File: src/hdl/sdp_pkg.sv
// ----------------------------------------------------------------------------
// sdp_pkg
// shared widths and character codes of the signed decimal formatter
// ----------------------------------------------------------------------------
package sdp_pkg;

    localparam int VALUE_W     = 32;
    localparam int PREC_W      = 6;
    localparam int S_DATA_W    = 40;
    localparam int CHAR_W      = 8;
    localparam int DIGIT_COUNT = 10;
    localparam int DIGIT_IDX_W = 4;
    localparam int QUOT_W      = 29;
    localparam int RECIP_SHIFT = 35;

    localparam logic [PREC_W-1:0]  MAX_PRECISION = 6'd63;
    localparam logic [VALUE_W-1:0] RECIP_TEN     = 32'hCCCC_CCCD;
    localparam logic [CHAR_W-1:0]  CHAR_ZERO     = 8'd48;
    localparam logic [CHAR_W-1:0]  CHAR_NINE     = 8'd57;
    localparam logic [CHAR_W-1:0]  CHAR_MINUS    = 8'd45;

endpackage

File: src/hdl/signed_decimal_with_precision_unit.sv
// ----------------------------------------------------------------------------
// signed_decimal_with_precision_unit
// formats a signed 32-bit value as ascii decimal text with a minimum digit
// count, one character per output beat
// ----------------------------------------------------------------------------
// An input beat is taken only while the unit is idle. Digits are found least
// significant first by one shared reciprocal multiplier (divide by ten); for
// each digit, ST_MUL registers a 32x32 product, then ST_DIV takes quotient and
// remainder. A value has D digits (D is 1 to 10). Once they are found, it sends
// sign, zero padding and digits through a single output register at one beat
// per cycle while m_tready is high. The unit is ready again as soon as its final
// character sits in the output register. Zero at precision zero gives no
// beat and keeps the unit idle.
module signed_decimal_with_precision_unit
(
    input  logic                          clk,
    input  logic                          rst_n,
    input  logic                          s_tvalid,
    output logic                          s_tready,
    input  logic [sdp_pkg::S_DATA_W-1:0]  s_tdata,   // value[31:0], precision[37:32], zero fill
    output logic                          m_tvalid,
    input  logic                          m_tready,
    output logic [sdp_pkg::CHAR_W-1:0]    m_tdata,   // character[7:0]
    output logic                          m_tlast
);
    import sdp_pkg::*;

    typedef enum logic [1:0] {ST_IDLE, ST_MUL, ST_DIV, ST_EMIT} state_t;

    state_t                   state_reg;
    logic [VALUE_W-1:0]       mag_reg;
    logic [2*VALUE_W-1:0]     prod_reg;
    logic [PREC_W-1:0]        prec_reg;
    logic [PREC_W-1:0]        pad_reg;
    logic [DIGIT_IDX_W-1:0]   nd_reg;
    logic                     sign_reg;
    logic [3:0]               digits_reg [DIGIT_COUNT];
    logic                     m_tvalid_reg;
    logic [CHAR_W-1:0]        m_tdata_reg;
    logic                     m_tlast_reg;

    logic [VALUE_W-1:0]       in_value;
    logic [PREC_W-1:0]        in_prec;
    logic [QUOT_W-1:0]        quot;
    logic [VALUE_W-1:0]       times_ten;
    logic [VALUE_W-1:0]       rem_full;
    logic [DIGIT_IDX_W-1:0]   nd_inc;
    logic [DIGIT_IDX_W-1:0]   rd_idx;
    logic                     out_free;

    assign in_value  = s_tdata[VALUE_W-1:0];
    assign in_prec   = (s_tdata[VALUE_W +: PREC_W] > MAX_PRECISION) ? MAX_PRECISION
                                                                   : s_tdata[VALUE_W +: PREC_W];
    assign quot      = prod_reg[RECIP_SHIFT +: QUOT_W];
    assign times_ten = {quot[QUOT_W-1:0], 3'b000} + {2'b00, quot, 1'b0};
    assign rem_full  = mag_reg - times_ten;
    assign nd_inc    = nd_reg + 4'd1;
    assign rd_idx    = nd_reg - 4'd1;
    assign out_free  = !m_tvalid_reg || m_tready;

    assign s_tready = (state_reg == ST_IDLE);
    assign m_tvalid = m_tvalid_reg;
    assign m_tdata  = m_tdata_reg;
    assign m_tlast  = m_tlast_reg;

    always_ff @(posedge clk or negedge rst_n)
    begin
        if (!rst_n)
        begin
            state_reg    <= ST_IDLE;
            mag_reg      <= '0;
            prod_reg     <= '0;
            prec_reg     <= '0;
            pad_reg      <= '0;
            nd_reg       <= '0;
            sign_reg     <= 1'b0;
            for (int i = 0; i < DIGIT_COUNT; i++)
            begin
                digits_reg[i] <= '0;
            end
            m_tvalid_reg <= 1'b0;
            m_tdata_reg  <= '0;
            m_tlast_reg  <= 1'b0;
        end
        else
        begin
            unique case (state_reg)
                ST_IDLE:
                begin
                    if (m_tvalid_reg && m_tready)
                    begin
                        m_tvalid_reg <= 1'b0;
                    end
                    if (s_tvalid && (in_value != '0 || in_prec != '0))
                    begin
                        sign_reg  <= in_value[VALUE_W-1];
                        mag_reg   <= in_value[VALUE_W-1] ? (~in_value + 32'd1) : in_value;
                        prec_reg  <= in_prec;
                        nd_reg    <= '0;
                        state_reg <= ST_MUL;
                    end
                end
                ST_MUL:
                begin
                    if (m_tvalid_reg && m_tready)
                    begin
                        m_tvalid_reg <= 1'b0;
                    end
                    prod_reg  <= mag_reg * RECIP_TEN;
                    state_reg <= ST_DIV;
                end
                ST_DIV:
                begin
                    if (m_tvalid_reg && m_tready)
                    begin
                        m_tvalid_reg <= 1'b0;
                    end
                    digits_reg[nd_reg] <= rem_full[3:0];
                    nd_reg             <= nd_inc;
                    mag_reg            <= {3'b000, quot};
                    if (quot == '0)
                    begin
                        pad_reg   <= (prec_reg > {2'b00, nd_inc}) ? (prec_reg - {2'b00, nd_inc})
                                                                  : '0;
                        state_reg <= ST_EMIT;
                    end
                    else
                    begin
                        state_reg <= ST_MUL;
                    end
                end
                ST_EMIT:
                begin
                    if (out_free)
                    begin
                        m_tvalid_reg <= 1'b1;
                        priority if (sign_reg)
                        begin
                            m_tdata_reg <= CHAR_MINUS;
                            m_tlast_reg <= 1'b0;
                            sign_reg    <= 1'b0;
                        end
                        else if (pad_reg != '0)
                        begin
                            m_tdata_reg <= CHAR_ZERO;
                            m_tlast_reg <= 1'b0;
                            pad_reg     <= pad_reg - 6'd1;
                        end
                        else
                        begin
                            m_tdata_reg <= CHAR_ZERO + {4'b0000, digits_reg[rd_idx]};
                            m_tlast_reg <= (nd_reg == 4'd1);
                            nd_reg      <= rd_idx;
                            if (nd_reg == 4'd1)
                            begin
                                state_reg <= ST_IDLE;
                            end
                        end
                    end
                end
                default:
                begin
                    state_reg <= ST_IDLE;
                end
            endcase
        end
    end

    a_rem_below_ten: assert property (@(posedge clk) disable iff (!rst_n)
        (state_reg == ST_DIV) |-> (rem_full < 32'd10))
        else $error("remainder of divide by ten out of range");

    a_char_legal: assert property (@(posedge clk) disable iff (!rst_n)
        m_tvalid |-> (m_tdata == CHAR_MINUS || (m_tdata >= CHAR_ZERO && m_tdata <= CHAR_NINE)))
        else $error("output character is neither sign nor digit");

    a_last_not_sign: assert property (@(posedge clk) disable iff (!rst_n)
        (m_tvalid && m_tlast) |-> (m_tdata != CHAR_MINUS))
        else $error("sign flagged as final character");

    a_busy_after_accept: assert property (@(posedge clk) disable iff (!rst_n)
        (s_tvalid && s_tready && s_tdata[VALUE_W-1:0] != '0) |=> !s_tready)
        else $error("nonzero value accepted without busy period");

endmodule

File: config.mk
export PLATFORM = sky130hd
export DESIGN_NAME = signed_decimal_with_precision_unit
export DESIGN_NICKNAME = d
export VERILOG_FILES = /design/src/hdl/sdp_pkg.sv /design/src/hdl/signed_decimal_with_precision_unit.sv
export SDC_FILE = /design/constraint.sdc
export NUM_CORES = 1
export LEC_CHECK = 0
export ABC_AREA = 1
export BUFFER_PORTS_ARGS = -buffer_cell sky130_fd_sc_hd__buf_2
export CAP_MARGIN = 30
export CELL_PAD_IN_SITES_DETAIL_PLACEMENT = 1
export CELL_PAD_IN_SITES_GLOBAL_PLACEMENT = 2
export CORE_MARGIN = 3
export CORE_UTILIZATION = 40
export DETAILED_ROUTE_END_ITERATION = 8
export GPL_TIMING_DRIVEN = 0
export PLACE_DENSITY = 0.89
export SYNTH_ARGS = -nofsm -noshare
export SYNTH_HDL_FRONTEND = slang
export SYNTH_SLANG_ARGS = --single-unit
File: constraint.sdc
create_clock -name clk -period 6.6 [get_ports clk]
set_clock_uncertainty 0.05 [all_clocks]
set_input_delay 0.33 -clock clk [delete_from_list [all_inputs] [get_ports clk]]
set_output_delay 0.33 -clock clk [all_outputs]
set_load 0.05 [all_outputs]
==> flow_metrics.py <==
metrics = {
    "finish": {
        "multi_input_area_sq_um": 20450,
        "fin_util_pct": 46.93,
        "area_delta_synth_final_pct": 15.90,
        "stdcell_count": 4207,
        "diodes": 0,
        "drive_above_1_share_pct": 14.34,
        "nets": 4142,
        "fill_cells": 7580,
        "largest_reg_flops": 40,
        "seqCellArea_sq_um": 3251,
    },
    "critical_path": {
        "cpMostUsedCell": "fa_1",
        "crit_path_start_kind": "flip-flop",
        "r2r_slack_ps": 0.04,
        "crit_buf_inv": 5,
        "critical-path-top-delay-family": "adder cells",
        "end_kind": "flip-flop",
        "cp_max_fo": 4,
        "path_class": "flip-flop to flip-flop",
        "max_stage_delay_ps": 580,
        "arrival_ps": 6920,
        "critPathSlowestCell": "fa_1",
        "worstPathCellList": "ha_4, buf_4, ha_1, fa_1, inv_1, fa_1, inv_1, fa_1, fa_1, fa_1, fa_1, ha_1, nand2_1, nor2_2, inv_1, nor3_2, nand3_1, nand3b_1, buf_4, nand2_1, nand3_1, nand2_1, nand3_1, nand2_1",
        "crit_required_ps": 6920,
    },
    "sta": {
        "setup_tns_ps": 0,
        "max_freq_mhz": 151.5,
        "min_period_ps": 6600,
        "rsz0062_at_grt": "true",
        "fin_crit_sh_pct": 100.0,
        "hold_viol": 0,
        "tightest_slew_ps": 958.0,
        "timing.slew.headroom_pct": 36.13,
        "setup_violations": 0,
        "drv_slew": 0,
    },
    "logic_synthesis": {
        "synth_edf_count": 0,
        "syn-mean-instance-area_sq_um": 8.039,
        "yosysSeqAreaShare_pct": 12.52,
        "synth_cell_types": 53,
        "synthCells": 3183,
        "synthTopCellsByArea": "fa_1 (30%), ha_1 (18%), dfrtp_1 (13%), inv_1 (12%), nand2_1 (9.6%)",
        "netlist_area_sq_um": 25590,
        "yosys_warnings": 0,
        "synth_compound_area_share_pct": 6.342,
        "synth-xor-area-share_pct": 2.323,
        "muxShareOfSynthArea_pct": 0.1565,
        "ys_ff_latch": 128,
        "synth_top_family_by_area": "adder cells",
        "synth_adder_area_share_pct": 48.06,
        "synth.top_cell.area_share_pct": 30.36,
        "synth.largest_area_cell": "fa_1",
        "ys.flop_type": "dfrtp_1",
        "synthArstFlopShare_pct": 100.0,
        "yosys.area_share.simple_pct": 17.79,
    },
    "global_route": {
        "grt_max_degree": 89,
        "grt_pass1_wl_mm": 147.8,
        "gr-total-overflow": 0,
        "top_usage_layer": "met2",
        "grt_antenna_before_repair": 1,
        "grt.total_usage_pct": 29.78,
        "grt_util_met2_pct": 48.39,
        "grt_pass1_vias": 23850,
        "grtUsageMet3_pct": 4.614,
        "grt_use_met1_pct": 40.42,
    },
    "clocking": {
        "cts_tree": "done",
        "cts-buffers-inserted": 17,
        "clk_pin_slew_ps": 70,
        "root_buffer": "clkbuf_16",
        "clkLatencyLatePin_ps": 490,
        "htree_num_levels": 4,
        "cts_buffer_depth": 2,
        "clock_sinks": 128,
    },
    "route": {
        "drc": 0,
        "vias": 22170,
        "drt-pass1-iter-count": 7,
        "antenna_left": 0,
        "routed_via_density": 5.270,
        "wl_per_cell_um": 23.84,
        "drt_wl_total_mm": 100.3,
        "drt-initial-drc-count": 1467,
    },
    "run_status": {
        "run_status": "completed",
    },
    "floorplanning": {
        "die_area_sq_um": 67040,
        "ios": 55,
        "start_util_pct": 40.49,
        "row_count": 92,
        "die_h_um": 258.9,
        "die_w_um": 258.9,
        "core-area_sq_um": 63200,
    },
    "place": {
        "gp_congestion": 0.9547,
        "portBuffers": 50,
        "placedCellCount": 4082,
        "hpwlAfterDp_mm": 83.69,
    },
    "min_path": {
        "min_path_type": "primary input to flip-flop",
    },
    "flow_run": {
        "drv_cap": 0,
    },
}
## timing repair
item	4_1_cts	5_1_grt
resized for setup	166	164
endpoints found under the setup margin	29	29
cloned	0	0
endpoints found under the hold margin	42	0
pin swaps	16	41
buffers inserted	46	44
hold buffers	3	0
## cell families (layout without fill, tap and decap cells)
logic type	after synthesis	count (layout)
muxes	4	4
DFF	128	128
adders and majority gates	750	750
other	1	2
buffers and inverters	851	1028
xor gates and xnor gates	67	67
and+or+nand+nor	1092	1092
AOI/OAI and AO/OA	290	290
## tightest hold or removal path: stages
cell and delay [ps]:
buf_2 90, nand2_1 60, o21ai_2 50
## worst paths after layout
kind,startpoint,endpoint,depth (start not counted)
hold reg to reg,m_tdata[5],m_tdata[5],1
setup reg to reg,mag_reg[17],prod_reg[55],24
hold / removal,s_tdata[32],prec_reg[0],3
setup / recovery,mag_reg[17],prod_reg[55],24
min in group asynchronous,rst_n,digits_reg[37],2
max in group asynchronous,rst_n,mag_reg[26],3
## metrics by stage
| stage | setup slack, ps | cell area, sq um | hold slack (ps) |
|---|---|---|---|
| 6_report | 0.04352 | 29660 | 33.18 |
| 5_1_grt | -135.8 | 29660 | 30.76 |
| 4_1_cts | 2.035 | 28550 | 7.373 |
| 3_5_place_dp | -1078 | 26940 | 223.1 |
| 3_3_place_gp | -977.8 | 26900 | 400.5 |
| 2_1_floorplan | 568.2 | 25590 | -15.59 |
## cell type report
type                    instances  area share [%]
plain buffers                  36          0.8227
clock buffers                  17           1.434
clock inverters                15          0.4768
inverters                     815           10.36
multi-input cells            2205           68.96
flip-flops and latches        128           10.96
well taps                     846           3.569
repair buffers                145           3.417
## cell usage in the layout, fill, tap and decap left out, types with 15 or more instances in the layout
cell,n
a21oi_1,95
a21oi_2,19
buf_2,56
buf_4,91
clkbuf_1,15
clkbuf_16,18
dfrtp_1,96
dfrtp_2,29
fa_1,378
ha_1,299
ha_2,15
ha_4,48
inv_1,797
nand2_1,621
nand2_2,32
nand3_1,131
nor2_1,165
nor2_2,28
nor3_1,22
o211ai_1,19
o21ai_0,89
xnor2_1,16
xor2_1,40
## routing by layer
metal  wire [um]  share of wire, %
met1       43650                44
met5           0                 0
met3        5402               5.4
met2       46790                47
met4        4459               4.4
## synth_stat cells, drive strengths merged (3+ instances only)
cell	n
ha	362
nor2	207
clkbuf	18
nor3	31
nand3	144
a21o	10
or2	11
nand2	659
xnor2	20
dfrtp	128
mux2i	4
buf	18
fa	388
o21bai	10
o211ai	19
nand4	17
a22oi	3
inv	814
o22ai	9
a31oi	5
nand3b	7
nor4	13
o21ai	108
o21a	4
a21oi	117
xor2	47
Power is not shown: default switching activity piles up to over one toggle a cycle in this logic, so the estimate is an artifact.
